==> config.mk <==
export PLATFORM = sky130hd
export DESIGN_NAME = ini_line_tokenizer_top
export DESIGN_NICKNAME = d
export VERILOG_FILES = /design/src/rtl/core/ilt_pkg.sv /design/src/rtl/core/ilt_cfg_regs.sv /design/src/rtl/core/ilt_step.sv /design/src/rtl/core/ini_line_tokenizer_top.sv
export SDC_FILE = /design/constraint.sdc
export NUM_CORES = 1
export LEC_CHECK = 0
export BUFFER_PORTS_ARGS = -buffer_cell sky130_fd_sc_hd__buf_2
export CAP_MARGIN = 20
export CORE_ASPECT_RATIO = 0.5
export CORE_MARGIN = 3
export CORE_UTILIZATION = 60
export CTS_CLUSTER_SIZE = 10
export DETAILED_ROUTE_END_ITERATION = 7
export MAX_ROUTING_LAYER = met4
export PLACE_DENSITY_LB_ADDON = 0.08
export SLEW_MARGIN = 20
export SYNTH_ARGS = -nofsm -noshare
export SYNTH_HDL_FRONTEND = slang
export SYNTH_SLANG_ARGS = --single-unit
==> constraint.sdc <==
create_clock -name clk_i -period 6.5 [get_ports clk_i]
set_input_delay 0 -clock clk_i [delete_from_list [all_inputs] [get_ports clk_i]]
set_output_delay 0 -clock clk_i [all_outputs]
set_load 0.05 [all_outputs]
==> src/rtl/core/ilt_pkg.sv <==
// ----------------------------------------------------------------------------
// ilt_pkg: shared types and constants of the INI line tokenizer
// Limits, character codes, line phases, result codes and the result struct.
// ----------------------------------------------------------------------------
package ilt_pkg;

  localparam int MAX_SECTIONS = 16;
  localparam int MAX_PAIRS    = 32;
  localparam int NAME_LIMIT   = 32;
  localparam int KEY_LIMIT    = 32;
  localparam int VALUE_LIMIT  = 128;
  localparam int LINE_LIMIT   = 256;

  localparam int BYTE_W     = 8;
  localparam int POS_W      = 7;
  localparam int SEC_SLOT_W = 4;
  localparam int PAIR_SLOT_W = 5;
  localparam int CFG_IDX_W  = 2;
  localparam int SEC_W      = $clog2(MAX_SECTIONS + 1);
  localparam int PAIR_W     = $clog2(MAX_PAIRS + 1);
  localparam int COL_W      = $clog2(LINE_LIMIT);
  localparam int FO_W       = 8;

  localparam logic [FO_W-1:0]  FO_MAX   = '1;
  localparam logic [COL_W-1:0] COL_LAST = COL_W'(LINE_LIMIT - 1);

  localparam logic [BYTE_W-1:0] CH_NUL    = 8'h00;
  localparam logic [BYTE_W-1:0] CH_TAB    = 8'h09;
  localparam logic [BYTE_W-1:0] CH_NL     = 8'h0A;
  localparam logic [BYTE_W-1:0] CH_SPACE  = 8'h20;
  localparam logic [BYTE_W-1:0] CH_QUOTE  = 8'h22;
  localparam logic [BYTE_W-1:0] CH_EQ     = 8'h3D;
  localparam logic [BYTE_W-1:0] CH_BSLASH = 8'h5C;

  typedef enum logic [CFG_IDX_W-1:0] {
    CFG_COMMENT_A = 2'd0,
    CFG_COMMENT_B = 2'd1,
    CFG_SECT_OPEN = 2'd2,
    CFG_SECT_CLOSE = 2'd3
  } ilt_cfg_idx_e;

  typedef enum logic [2:0] {
    PH_LEAD      = 3'd0,
    PH_SKIP      = 3'd1,
    PH_SECT      = 3'd2,
    PH_SECT_DONE = 3'd3,
    PH_KEY       = 3'd4,
    PH_BAD       = 3'd5,
    PH_VAL       = 3'd6,
    PH_VAL_DONE  = 3'd7
  } ilt_phase_e;

  typedef enum logic [1:0] {
    ROLE_NONE  = 2'd0,
    ROLE_SECT  = 2'd1,
    ROLE_KEY   = 2'd2,
    ROLE_VALUE = 2'd3
  } ilt_role_e;

  typedef enum logic [2:0] {
    KIND_SKIPPED   = 3'd0,
    KIND_SECT_OK   = 3'd1,
    KIND_SECT_DROP = 3'd2,
    KIND_PAIR_OK   = 3'd3,
    KIND_PAIR_DROP = 3'd4,
    KIND_NO_SECT   = 3'd5,
    KIND_MALFORMED = 3'd6
  } ilt_kind_e;

  typedef struct packed {
    logic [BYTE_W-1:0] comment_a;
    logic [BYTE_W-1:0] comment_b;
    logic [BYTE_W-1:0] sect_open;
    logic [BYTE_W-1:0] sect_close;
  } ilt_cfg_t;

  typedef struct packed {
    logic [BYTE_W-1:0]      byte_out;
    ilt_role_e              role;
    logic [POS_W-1:0]       position;
    logic [SEC_SLOT_W-1:0]  sect_slot;
    logic [PAIR_SLOT_W-1:0] pair_slot;
    logic                   line_done;
    ilt_kind_e              kind;
    logic                   text_done;
  } ilt_result_t;

endpackage

==> src/rtl/core/ilt_cfg_regs.sv <==
// ----------------------------------------------------------------------------
// ilt_cfg_regs: configuration registers
// Comment and section delimiter characters, written by index.
// ----------------------------------------------------------------------------
module ilt_cfg_regs (
  input  logic                            clk_i,
  input  logic                            rst_ni,
  input  logic                            cfg_we_i,
  input  logic [ilt_pkg::CFG_IDX_W-1:0]   cfg_idx_i,
  input  logic [ilt_pkg::BYTE_W-1:0]      cfg_wdata_i,
  output ilt_pkg::ilt_cfg_t               cfg_o
);

  ilt_pkg::ilt_cfg_t cfg_q, cfg_d;

  always_comb begin
    cfg_d = cfg_q;
    if (cfg_we_i) begin
      case (ilt_pkg::ilt_cfg_idx_e'(cfg_idx_i))
        ilt_pkg::CFG_COMMENT_A:  cfg_d.comment_a  = cfg_wdata_i;
        ilt_pkg::CFG_COMMENT_B:  cfg_d.comment_b  = cfg_wdata_i;
        ilt_pkg::CFG_SECT_OPEN:  cfg_d.sect_open  = cfg_wdata_i;
        ilt_pkg::CFG_SECT_CLOSE: cfg_d.sect_close = cfg_wdata_i;
        default: cfg_d = cfg_q;
      endcase
    end
  end

  always_ff @(posedge clk_i or negedge rst_ni) begin
    if (!rst_ni) begin
      cfg_q.comment_a  <= 8'd59;
      cfg_q.comment_b  <= 8'd35;
      cfg_q.sect_open  <= 8'd91;
      cfg_q.sect_close <= 8'd93;
    end else begin
      cfg_q <= cfg_d;
    end
  end

  assign cfg_o = cfg_q;

endmodule

==> src/rtl/core/ilt_step.sv <==
// ----------------------------------------------------------------------------
// ilt_step: tokenizer state and per-byte step logic
// Holds the line state and section/pair counters; computes the result for
// the byte presented and advances the state when the byte is retired.
// ----------------------------------------------------------------------------
module ilt_step (
  input  logic                        clk_i,
  input  logic                        rst_ni,
  input  logic                        advance_i,
  input  logic [ilt_pkg::BYTE_W-1:0]  text_byte_i,
  input  logic                        end_of_text_i,
  input  ilt_pkg::ilt_cfg_t           cfg_i,
  output ilt_pkg::ilt_result_t        result_o
);

  ilt_pkg::ilt_phase_e             phase_q, phase_d;
  logic [ilt_pkg::COL_W-1:0]       col_q, col_d;
  logic [ilt_pkg::FO_W-1:0]        fo_q, fo_d;
  logic                            quote_q, quote_d;
  logic                            bslash_q, bslash_d;
  logic [ilt_pkg::SEC_W-1:0]       sects_q, sects_d;
  logic [ilt_pkg::PAIR_W-1:0]      pairs_q, pairs_d;
  logic                            present_q, present_d;

  logic [ilt_pkg::BYTE_W-1:0]      b;
  logic                            sect_ok, pair_room, is_comment, key_act, done;
  logic [ilt_pkg::SEC_W-1:0]       cur_sec;
  logic                            fc_en, fc_keep;
  ilt_pkg::ilt_role_e              fc_role;
  logic [ilt_pkg::FO_W-1:0]        fc_limit;
  logic [ilt_pkg::SEC_W-1:0]       fc_sec;
  logic [ilt_pkg::PAIR_W-1:0]      fc_pair;
  ilt_pkg::ilt_result_t            res;

  assign b          = text_byte_i;
  assign sect_ok    = sects_q < ilt_pkg::SEC_W'(ilt_pkg::MAX_SECTIONS);
  assign pair_room  = present_q && (pairs_q < ilt_pkg::PAIR_W'(ilt_pkg::MAX_PAIRS));
  assign cur_sec    = present_q ? sects_q - ilt_pkg::SEC_W'(1) : '0;
  assign is_comment = (b == cfg_i.comment_a) || (b == cfg_i.comment_b);

  always_comb begin
    phase_d   = phase_q;
    col_d     = col_q;
    fo_d      = fo_q;
    quote_d   = quote_q;
    bslash_d  = bslash_q;
    sects_d   = sects_q;
    pairs_d   = pairs_q;
    present_d = present_q;
    fc_en     = 1'b0;
    fc_keep   = 1'b0;
    fc_role   = ilt_pkg::ROLE_NONE;
    fc_limit  = '0;
    fc_sec    = '0;
    fc_pair   = '0;
    key_act   = 1'b0;

    res           = '0;
    res.byte_out  = b;
    res.role      = ilt_pkg::ROLE_NONE;
    res.kind      = ilt_pkg::KIND_SKIPPED;
    res.text_done = end_of_text_i;

    case (phase_q)
      ilt_pkg::PH_LEAD: begin
        if (b inside {ilt_pkg::CH_SPACE, ilt_pkg::CH_TAB}) begin
          phase_d = ilt_pkg::PH_LEAD;
        end else if (b == ilt_pkg::CH_NL || b == ilt_pkg::CH_NUL || is_comment) begin
          phase_d = ilt_pkg::PH_SKIP;
        end else if (b == cfg_i.sect_open) begin
          phase_d = ilt_pkg::PH_SECT;
          fo_d    = '0;
        end else begin
          phase_d = ilt_pkg::PH_KEY;
          key_act = 1'b1;
        end
      end
      ilt_pkg::PH_SECT: begin
        if (b == ilt_pkg::CH_NUL || b == cfg_i.sect_close) begin
          phase_d = ilt_pkg::PH_SECT_DONE;
        end else if (b != ilt_pkg::CH_NL) begin
          fc_en    = 1'b1;
          fc_role  = ilt_pkg::ROLE_SECT;
          fc_keep  = sect_ok;
          fc_limit = ilt_pkg::FO_W'(ilt_pkg::NAME_LIMIT);
          fc_sec   = sects_q;
        end
      end
      ilt_pkg::PH_KEY: key_act = 1'b1;
      ilt_pkg::PH_VAL: begin
        if (b == ilt_pkg::CH_NL) begin
          phase_d = ilt_pkg::PH_VAL;
        end else if (b == ilt_pkg::CH_NUL) begin
          phase_d = ilt_pkg::PH_VAL_DONE;
        end else if (bslash_q && b == ilt_pkg::CH_QUOTE) begin
          bslash_d = 1'b0;
          fc_en    = 1'b1;
        end else if (b == ilt_pkg::CH_QUOTE) begin
          quote_d  = !quote_q;
          bslash_d = 1'b0;
          fc_en    = 1'b1;
        end else if (is_comment && !quote_q) begin
          phase_d = ilt_pkg::PH_VAL_DONE;
        end else begin
          bslash_d = (b == ilt_pkg::CH_BSLASH);
          fc_en    = 1'b1;
        end
        fc_role  = ilt_pkg::ROLE_VALUE;
        fc_keep  = pair_room;
        fc_limit = ilt_pkg::FO_W'(ilt_pkg::VALUE_LIMIT);
        fc_sec   = cur_sec;
        fc_pair  = pairs_q;
      end
      default: phase_d = phase_q;
    endcase

    if (key_act) begin
      if (b == ilt_pkg::CH_NUL) begin
        phase_d = ilt_pkg::PH_BAD;
      end else if (b == ilt_pkg::CH_EQ) begin
        phase_d  = ilt_pkg::PH_VAL;
        fo_d     = '0;
        quote_d  = 1'b0;
        bslash_d = 1'b0;
      end else if (b != ilt_pkg::CH_NL) begin
        fc_en    = 1'b1;
        fc_role  = ilt_pkg::ROLE_KEY;
        fc_keep  = pair_room;
        fc_limit = ilt_pkg::FO_W'(ilt_pkg::KEY_LIMIT);
        fc_sec   = cur_sec;
        fc_pair  = pairs_q;
      end
    end

    // field character; offset is zero on entry from line start
    if (fc_en) begin
      if (fc_keep && fo_q < fc_limit) begin
        res.role      = fc_role;
        res.position  = ilt_pkg::POS_W'(fo_q);
        res.sect_slot = ilt_pkg::SEC_SLOT_W'(fc_sec);
        res.pair_slot = ilt_pkg::PAIR_SLOT_W'(fc_pair);
      end
      if (fo_q != ilt_pkg::FO_MAX) begin
        fo_d = fo_q + ilt_pkg::FO_W'(1);
      end
    end

    done = (b == ilt_pkg::CH_NL) || (col_q == ilt_pkg::COL_LAST) || end_of_text_i;
    res.line_done = done;

    if (done) begin
      res.sect_slot = '0;
      res.pair_slot = '0;
      case (phase_d)
        ilt_pkg::PH_SECT, ilt_pkg::PH_SECT_DONE: begin
          if (sect_ok) begin
            res.kind      = ilt_pkg::KIND_SECT_OK;
            res.sect_slot = ilt_pkg::SEC_SLOT_W'(sects_q);
            sects_d       = sects_q + ilt_pkg::SEC_W'(1);
            present_d     = 1'b1;
            pairs_d       = '0;
          end else begin
            res.kind = ilt_pkg::KIND_SECT_DROP;
          end
        end
        ilt_pkg::PH_KEY, ilt_pkg::PH_BAD: res.kind = ilt_pkg::KIND_MALFORMED;
        ilt_pkg::PH_VAL, ilt_pkg::PH_VAL_DONE: begin
          if (!present_q) begin
            res.kind = ilt_pkg::KIND_NO_SECT;
          end else if (pair_room) begin
            res.kind      = ilt_pkg::KIND_PAIR_OK;
            res.sect_slot = ilt_pkg::SEC_SLOT_W'(cur_sec);
            res.pair_slot = ilt_pkg::PAIR_SLOT_W'(pairs_q);
            pairs_d       = pairs_q + ilt_pkg::PAIR_W'(1);
          end else begin
            res.kind      = ilt_pkg::KIND_PAIR_DROP;
            res.sect_slot = ilt_pkg::SEC_SLOT_W'(cur_sec);
          end
        end
        default: res.kind = ilt_pkg::KIND_SKIPPED;
      endcase
      phase_d  = ilt_pkg::PH_LEAD;
      col_d    = '0;
      fo_d     = '0;
      quote_d  = 1'b0;
      bslash_d = 1'b0;
      if (end_of_text_i) begin
        sects_d   = '0;
        pairs_d   = '0;
        present_d = 1'b0;
      end
    end else begin
      col_d = col_q + ilt_pkg::COL_W'(1);
    end
  end

  always_ff @(posedge clk_i or negedge rst_ni) begin
    if (!rst_ni) begin
      phase_q   <= ilt_pkg::PH_LEAD;
      col_q     <= '0;
      fo_q      <= '0;
      quote_q   <= 1'b0;
      bslash_q  <= 1'b0;
      sects_q   <= '0;
      pairs_q   <= '0;
      present_q <= 1'b0;
    end else if (advance_i) begin
      phase_q   <= phase_d;
      col_q     <= col_d;
      fo_q      <= fo_d;
      quote_q   <= quote_d;
      bslash_q  <= bslash_d;
      sects_q   <= sects_d;
      pairs_q   <= pairs_d;
      present_q <= present_d;
    end
  end

  assign result_o = res;

endmodule

==> src/rtl/core/ini_line_tokenizer_top.sv <==
// ----------------------------------------------------------------------------
// ini_line_tokenizer_top: INI text byte tokenizer
// Tags each text byte with its role, field offset and slots, and reports the
// kind of each line on its last byte.
// ----------------------------------------------------------------------------
// Usage:
//   Input channel: in_valid_i / in_stall_o carry one text byte per
//   transaction, with end_of_text_i set on the last byte of the text.
//   Output channel: out_valid_o / out_stall_i carry one result per byte,
//   in input order.
//   Configuration: cfg_we_i writes cfg_wdata_i into register cfg_idx_i
//   (0 comment char a, 1 comment char b, 2 section open, 3 section close).
//   Write only while no transaction is in flight.
//   Each accepted byte passes the input register, then the result register.
//   Throughput: one byte per cycle while out_stall_i is low; the input
//   register, step logic and result register form a two-stage pipeline.
//   Stall: when out_stall_i holds a result, one more byte is taken into the
//   input register if it is empty, and then in_stall_o rises until the result leaves.
//   Reset: all line state and counters clear, the delimiter registers return
//   to ';', '#', '[' and ']', and both channels are empty.
// ----------------------------------------------------------------------------
module ini_line_tokenizer_top (
  input  logic                               clk_i,
  input  logic                               rst_ni,
  input  logic                               cfg_we_i,
  input  logic [ilt_pkg::CFG_IDX_W-1:0]      cfg_idx_i,
  input  logic [ilt_pkg::BYTE_W-1:0]         cfg_wdata_i,
  input  logic                               in_valid_i,
  output logic                               in_stall_o,
  input  logic [ilt_pkg::BYTE_W-1:0]         text_byte_i,
  input  logic                               end_of_text_i,
  output logic                               out_valid_o,
  input  logic                               out_stall_i,
  output logic [ilt_pkg::BYTE_W-1:0]         byte_out_o,
  output logic [1:0]                         byte_role_o,
  output logic [ilt_pkg::POS_W-1:0]          byte_position_o,
  output logic [ilt_pkg::SEC_SLOT_W-1:0]     section_slot_o,
  output logic [ilt_pkg::PAIR_SLOT_W-1:0]    pair_slot_o,
  output logic                               line_done_o,
  output logic [2:0]                         line_kind_o,
  output logic                               text_done_o
);

  ilt_pkg::ilt_cfg_t          cfg;
  ilt_pkg::ilt_result_t       step_res;
  ilt_pkg::ilt_result_t       res_q;
  logic                       in_vld_q, out_vld_q;
  logic [ilt_pkg::BYTE_W-1:0] byte_q;
  logic                       eot_q;
  logic                       out_free, advance, in_acc;

  assign out_free   = !out_vld_q || !out_stall_i;
  assign advance    = in_vld_q && out_free;
  assign in_stall_o = in_vld_q && !out_free;
  assign in_acc     = in_valid_i && !in_stall_o;

  ilt_cfg_regs u_cfg (
    .clk_i       (clk_i),
    .rst_ni      (rst_ni),
    .cfg_we_i    (cfg_we_i),
    .cfg_idx_i   (cfg_idx_i),
    .cfg_wdata_i (cfg_wdata_i),
    .cfg_o       (cfg)
  );

  ilt_step u_step (
    .clk_i         (clk_i),
    .rst_ni        (rst_ni),
    .advance_i     (advance),
    .text_byte_i   (byte_q),
    .end_of_text_i (eot_q),
    .cfg_i         (cfg),
    .result_o      (step_res)
  );

  always_ff @(posedge clk_i or negedge rst_ni) begin
    if (!rst_ni) begin
      in_vld_q  <= 1'b0;
      out_vld_q <= 1'b0;
    end else begin
      if (in_acc) begin
        in_vld_q <= 1'b1;
      end else if (advance) begin
        in_vld_q <= 1'b0;
      end
      if (advance) begin
        out_vld_q <= 1'b1;
      end else if (!out_stall_i) begin
        out_vld_q <= 1'b0;
      end
    end
  end

  always_ff @(posedge clk_i) begin
    if (in_acc) begin
      byte_q <= text_byte_i;
      eot_q  <= end_of_text_i;
    end
    if (advance) begin
      res_q <= step_res;
    end
  end

  assign out_valid_o     = out_vld_q;
  assign byte_out_o      = res_q.byte_out;
  assign byte_role_o     = res_q.role;
  assign byte_position_o = res_q.position;
  assign section_slot_o  = res_q.sect_slot;
  assign pair_slot_o     = res_q.pair_slot;
  assign line_done_o     = res_q.line_done;
  assign line_kind_o     = res_q.kind;
  assign text_done_o     = res_q.text_done;

endmodule
# --- Word-level counts from Yosys, hierarchy flattened ---
# Index checks and enable logic that the tools add are counted.
word_totals:
  output_inout_bits: 33
  register_bits: 107
  in_bits: 24
op_classes:
  addsub: 5
  magnitude_cmp: 3
  mux: 121
  n_eq_ne: 29
  n_reduce_logical: 37
op_table:
  columns: ["op", "n"]
  rows:
  - ["two-way mux 8 bit", 16]
  - ["two-way mux 5 bit", 10]
  - ["two-way mux 1 bit", 47]
  - ["two-way mux 3 bit", 15]
  - ["two-way mux 9 bit", 4]
  - ["== test 8 bit", 4]
  - ["two-way mux 4 bit", 8]
  - ["two-way mux 6 bit", 5]
  - ["== test 8 x 6 -> 1 bit (second input constant)", 3]
  - ["== test 3 bit (second input constant)", 6]
  - ["case mux 3 bit (3 select lines)", 2]
  - ["adder 8 x 1 -> 8 bit (second input constant)", 2]
  - ["== test 8 x 4 -> 1 bit (second input constant)", 2]
  - ["case mux 4 bit (2 select lines)", 2]
  - ["case mux 8 bit (2 select lines)", 1]
  - ["two-way mux 2 bit", 6]
  - ["case mux 6 bit (2 select lines)", 1]
  - ["AND reduction 2 bit", 5]
  - ["== test 3 x 2 -> 1 bit (second input constant)", 3]
  - ["!= test 3 x 2 -> 1 bit (second input constant)", 3]
  - ["== test 8 x 7 -> 1 bit (second input constant)", 1]
  - ["== test 8 bit (second input constant)", 1]
  - ["logical NOT 8 bit", 1]
  - ["< comparator 8 bit", 1]
  - ["other kinds (22)", 46]

# --- Logic depth before layout (Yosys ltp) ---
# Gate-level depths: netlist (run 1).
depth:
  ltp_word: 16
  mapped_depth: 10

# --- Cells and area by module ---
# Synthesis (run 1) repeated with hierarchy kept, for this count alone.
unflattened:
  cells_unflattened: 486
  area_unflattened_um2: 5569.1
by_module_without_submodules:
  columns: ["module", "n_inst", "seq_area_each_um2", "area_per_inst_um2", "cells_each"]
  rows:
  - ["ilt_step", 1, 825.8, 3040.4, 370]
  - ["ini_line_tokenizer_top", 1, 1251.2, 1293.7, 48]
  - ["ilt_cfg_regs", 1, 823.3, 1234.9, 68]

# --- Worst setup path before layout (run 1) ---
# OpenSTA, ideal clock, no wires.
synth_timing:
  path_type: "register to register"
  start: "reg byte_q[3] (netlist bit)"
  end: "reg res_q, in the netlist section_slot_o[1] (data pin)"
  setup_ps: 170
  required_ps: 6330
  n_path_buf: 2
  stages_incl_launch_ff: 10
  path_slack_ps: 3886
  arrival_time_ps: 2444
  cell_sequence: "edfxtp_1 > clkbuf_4 > nand3b_2 > a211oi_4 > or4_1 > or4_1 > o221ai_2 > nand3_1 > buf_2 > o32ai_2"
synth_rtl:
  columns: ["element", "line", "source"]
  rows:
  - ["from (decl)", "ini_line_tokenizer_top.sv:48", "logic [ilt_pkg::BYTE_W-1:0] byte_q;"]
  - ["from (signal assigned)", "ini_line_tokenizer_top.sv:96", "byte_q <= text_byte_i;"]
  - ["to (signal assigned)", "ini_line_tokenizer_top.sv:100", "res_q <= step_res;"]
  - ["to (decl)", "ini_line_tokenizer_top.sv:46", "ilt_pkg::ilt_result_t res_q;"]

==> results.cfg, run 1 <==
[pwr]
ir_worst_vdd_mv = 0.171
cellPowerDensity_mw_per_mm2 = 285
power_w = 0.00186
p_leak_nw = 2.56

[finish]
drive_gt1_frac = 0.258
final_common_cell = buf_2
n_antenna_cell = 0
nets = 607
area_delta_synth_final_pct = 14.8
final_cell_mix = buf_2 (56), dfrtp_1 (49), edfxtp_1 (40)

[logic_synthesis]
syn-instance-count = 513
ys_seq_area_frac = 0.509
yosysTopAreaCellShare = 0.215
synth_cell_types = 77
synthArstFlopShare = 0.626
synth-seq-cells = 107
ys_top_cells_by_area = dfrtp_1 (22%), edfxtp_1 (21%), dfstp_2 (8.3%), mux2_2 (6.3%), xnor2_1 (3.8%)
synth_flop_cell = dfrtp_1
syn_nets = 543
synth_edf_count = 40
synth_warnings = 0
postSynthAreaPerCell_sq_um = 11.1
syn_area_sq_mm = 0.00570
yosysTopAreaCell = dfrtp_1

[setup_path]
critical_path.top_delay_family = simple AND/OR/NAND/NOR gates
path_cells = and4b_1, nand3_1, o21ai_0, or4_1, o221ai_2, nand3_1, o32ai_1
worstSetupStartpointType = flip-flop
path_class = reg -> reg
path_max_fanout = 14
r2r-end = section_slot_o[0]
crit_slowest_cell = edfxtp_1
critPathBufInv = 0
arrival_ns = 3.54
slowest_delay_ns = 0.71
ff2ff_path_depth = 7
path_common_cell = nand3_1
critPathCaptureType = flip-flop
r2r-start = byte_q[1]
r2r_setup_slack_ns = 3.10
required_ns = 6.65

[global_route]
grt_pass1_wl_um = 20400
grt_max_degree = 68
grt_pass1_vias = 3937
antenna_found_initial = 0
gr-total-overflow = 0
grt_usage = 0.252

[clock_tree]
cts_setup_buffers = 0
clock_path_buffers = 2
cts-root-buf = clkbuf_16
insertion_delay_ns = 0.35
cts_tree = built
cts.clk_slew.worst_paths_ns = 0.07
postCtsHoldBufs = 21
cts_sinks = 107
cts_inserted_buffers = 9
cts_resized = 0
ctsHtreeMaxLevel = 3

[hold_path]
worstHoldPathCells = 4
holdCritStartpoint = cfg_idx_i[1]
hold_path_end = u_cfg.cfg_o[30]
holdCritPathClass = in -> reg

[drt]
vias_per_cell = 6.21
wl_um = 12600
drt_first_pass_iters = 6
drc = 0
highest_layer = met4
routedWlPerCell_um = 18.0
wl_met1_um = 6140
ant_nets = 0
wl_met3_um = 714
drt-initial-drc-count = 381
dr_wl_met2_um = 5610
vias = 4340

[timing]
finalHoldViolations = 0
setup_viol = 0
finalMaxSlewViolations = 0
period_minus_slack_ns = 3.40
tightestPinTransition_ns = 1.00
fin_crit_sh = 0.523
rsz0062_at_grt = no
relSlewSlack = 0.332
layout_setup_ws_ns = 3.10
max_freq_mhz = 294
tns_ns = 0
fin_skew_ns = 0.00604

[floorplanning]
row_count = 24
initial_core_util = 0.635
dieWidth_um = 144
io_pins = 57
die_h_um = 74.9
design.core.area_sq_mm = 0.00898
dieArea_sq_mm = 0.0108

[placed_design]
gp_congestion = 0.857
io_buffer_count = 56
dp_hpwl_um = 8660
pre_cts_ws_ns = 3.15

[flow_run]
cap_violations = 0

[status]
outcome = completed
cell usage after synthesis (7+ instances only):
library cell / count
dfrtp_1: 49
edfxtp_1: 40
mux2_2: 32
nand2_1: 32
o21ai_0: 29
a21oi_1: 28
xnor2_1: 25
nand3_1: 23
nor2_1: 20
dfstp_2: 18
a31oi_1: 16
and3_1: 14
clkbuf_1: 14
inv_1: 14
nand4_1: 14
and2_1: 11
xor2_1: 8
nor3_1: 7
nor4_1: 7
cell families after synthesis:
logic type	after synthesis	share of synthesized area
compound gates	128	0.163
buf+inv	44	0.0373
fa+ha+maj	6	0.0132
simple gates	162	0.162
xor+xnor	33	0.0507
flops	107	0.509
mux	33	0.0650
state kept, by name (all words and copies together) (netlist names), 2 cells and up:
signal,cells
byte_q,8
section_slot_o,4
pair_slot_o,5
u_step.sects_q,5
byte_position_o,7
byte_role_o,2
u_step.fo_q,8
byte_out_o,8
u_step.phase_q,3
u_step.pairs_q,6
line_kind_o,3
u_step.col_q,8
u_cfg.cfg_o,32
report_power, final:
part           leakage, nW  switching [W]  internal (W)  total (W)
clock network        0.161       0.000254      0.000329   0.000583
logic                 1.18       0.000242      0.000157   0.000399
registers             1.22      0.0000840      0.000798   0.000882
total                 2.56       0.000580       0.00128    0.00186
metrics by stage:
step | hold slack [ns] | std cells | utilization | cell area (sq um)
4_1_cts | 0.223 | 699 | 0.728 | 6540
3_3_place_gp | 0.179 | 662 | 0.669 | 6000
5_1_grt | 0.230 | 699 | 0.728 | 6540
3_5_place_dp | 0.178 | 662 | 0.669 | 6000
2_1_floorplan | -0.296 | 513 | - | 5700
6_report | 0.228 | 699 | 0.728 | 6540
tightest hold or removal path: cells and delay by family:
family | cells | cell delay, ns
multiplexers | 1 | 0.22
AND/OR/NAND/NOR | 1 | 0.05
buffers and inverters | 2 | 0.27
how the worst max path moves through the flow:
stage / end / startpoint / slack, ns / cells after the start
after floorplan: section_slot_o[1] / byte_q[3] / 3.89 / 9
after global routing: u_step.pairs_q[4] / byte_q[1] / 2.81 / 7
after global placement: u_step.pairs_q[2] / byte_q[1] / 3.25 / 7
after CTS: u_step.pairs_q[4] / byte_q[1] / 3.13 / 7
final: section_slot_o[0] / byte_q[1] / 3.10 / 7
after detailed placement: u_step.pairs_q[3] / byte_q[1] / 3.15 / 7
per-layer routing:
metal  track usage  up-vias
met1         0.354     2089
met2         0.389      164
li1              -     2072
met5             -        -
met4        0.0449        0
met3        0.0527       15
final cells by class:
| type | instances | area (sq um) |
|---|---|---|
| sequential | 107 | 2900 |
| clock inverter | 6 | 76.3 |
| fill | 614 | 2440 |
| multi-input combinational | 362 | 2590 |
| timing repair buffer | 81 | 520 |
| tap | 117 | 146 |
| clock buffer | 10 | 250 |
| inverter | 16 | 60.1 |
Power figures use the tool's default switching activity.
==> run 2: changes to the inputs <==
Settings changed: CORE_UTILIZATION 60 to 54.
Clock period 6.5 ns to 2.96 ns, I/O delays scaled along.
==> run 2 against run 1 <==
- routed wire length is 7.1% higher
- combinational power rose to 2.6 times the previous value
- clock skew rose by 0.0022 ns
- fmax rose by 19%
- clock power up 110%
- clock-buffer cell count increased by 1
- via count grew 4.7%
==> results.cfg, run 2 (synthesized netlist as in run 1, its figures left out) <==
[drt]
routedWlPerCell_um = 17.7
wl_um = 13500
drc = 0
vias_per_cell = 5.96
drt_first_pass_iters = 4
vias = 4545
ant_nets = 0
drt-initial-drc-count = 278

[floorplanning]
dieArea_sq_mm = 0.0119
initial_core_util = 0.578
dieWidth_um = 151
io_pins = 57
die_h_um = 78.6
design.core.area_sq_mm = 0.00985
row_count = 25

[finish]
largest_register_ffs = 32
final_common_cell = buf_2
final_core_util = 0.702
nets = 652
drive_gt1_frac = 0.317
area_delta_synth_final_pct = 21.4
final_cell_mix = buf_2 (55), buf_4 (50), dfrtp_1 (49)
n_antenna_cell = 0

[placed_design]
io_buffer_count = 56
gp_congestion = 0.937
pre_cts_ws_ns = -0.0433
dp_hpwl_um = 9650

[setup_path]
critPathLaunch = byte_q[2]
path_max_fanout = 6
arrival_ns = 2.96
required_ns = 3.06
r2r-start = byte_q[2]
cp-endpoint = byte_position_o[6]
critPathCaptureType = flip-flop
r2r_setup_slack_ns = 0.1
r2r-end = byte_position_o[6]
worstSetupStartpointType = flip-flop
ff2ff_path_depth = 10
path_class = reg -> reg

[timing]
fin_crit_sh = 0.966
setup_viol = 0
max_freq_mhz = 350
period_minus_slack_ns = 2.86
finalMaxSlewViolations = 0
tightestPinTransition_ns = 0.617
tns_ns = 0
rsz0062_at_grt = yes
relSlewSlack = 0.588
finalHoldViolations = 0
layout_setup_ws_ns = 0.100
fin_skew_ns = 0.00827

[global_route]
met3_usage = 0.0507
met1_usage = 0.347
busiest_layer = met2
grt_pass1_wl_um = 22400
grt_pass1_vias = 4352
use_met2 = 0.374
gr-total-overflow = 0
grt_max_degree = 50
grt_usage = 0.247
antenna_found_initial = 0

[pwr]
cellPowerDensity_mw_per_mm2 = 597
ir_worst_vdd_mv = 0.335
p_leak_nw = 2.79

[clock_tree]
cts_tree = built
ctsHtreeMaxLevel = 3
cts-root-buf = clkbuf_16
insertion_delay_ns = 0.35
clock_path_buffers = 2
cts_sinks = 107
cts_inserted_buffers = 9
cts.clk_slew.worst_paths_ns = 0.07

[status]
outcome = completed

[hold_path]
holdCritPathClass = in -> async

[flow_run]
cap_violations = 0
-- run 2: per-stage QoR --
| step | cell area (sq um) | total power, W | cells | hold slack (ns) |
|---|---|---|---|---|
| floorplan | 5700 | 0.00257 | 513 | -0.296 |
| global placement | 6310 | 0.00288 | 718 | 0.177 |
| detailed placement | 6310 | 0.00289 | 718 | 0.178 |
| CTS | 6830 | 0.00412 | 755 | 0.216 |
| global route | 6920 | 0.00434 | 762 | 0.246 |
| finish | 6920 | 0.00413 | 762 | 0.210 |
-- run 2: critical path, stage by stage, from the launching register on --
cell and delay, ns:
edfxtp_1 0.48, buf_4 0.21, xor2_1 0.16, nor4_2 0.35, buf_4 0.19, a2111oi_2 0.05, buf_4 0.18, a32o_1 0.22
a211o_1 0.32, and3_1 0.26, and2_1 0.19
-- run 2: routing by layer --
| metal | vias up | share of wire |
|---|---|---|
| li1 | 2152 | - |
| met1 | 2238 | 0.48 |
| met2 | 138 | 0.45 |
| met3 | 17 | 0.053 |
| met4 | 0 | 0.015 |
| met5 | - | 0 |
-- run 2: worst min path at each step --
stage	end	slack, ns	depth (start not counted)
after floorplan	in_vld_q	-0.30	0
after detailed placement	byte_q[2]	0.18	1
final	u_cfg.cfg_o[7]	0.21	2
after CTS	u_cfg.cfg_o[30]	0.22	4
after global routing	u_cfg.cfg_o[7]	0.25	2
after global placement	byte_q[0]	0.18	1
-- run 2: final cells by class --
type,instances,area (sq um)
Inverter,16,60.1
Sequential cell,107,2900
Clock buffer,11,264
Fill cell,755,2930
Timing Repair Buffer,126,861
Tap cell,135,169
Multi-Input combinational cell,362,2630
Clock inverter,5,40.0
-- run 2: report_power, final --
| group | internal [W] | switching [W] |
|---|---|---|
| Combinational | 0.000425 | 0.000595 |
| Sequential | 0.00175 | 0.000154 |
| Clock | 0.000655 | 0.000552 |
| Total | 0.00283 | 0.00130 |
-- run 2: what timing repair did --
item | in CTS | in global routing
hold buffers | 21 | 0
endpoints found under the setup margin | 7 | 18
pin swaps | 0 | 1
resized for setup | 1 | 5
endpoints found under the hold margin | 72 | 0
setup buffers | 0 | 7
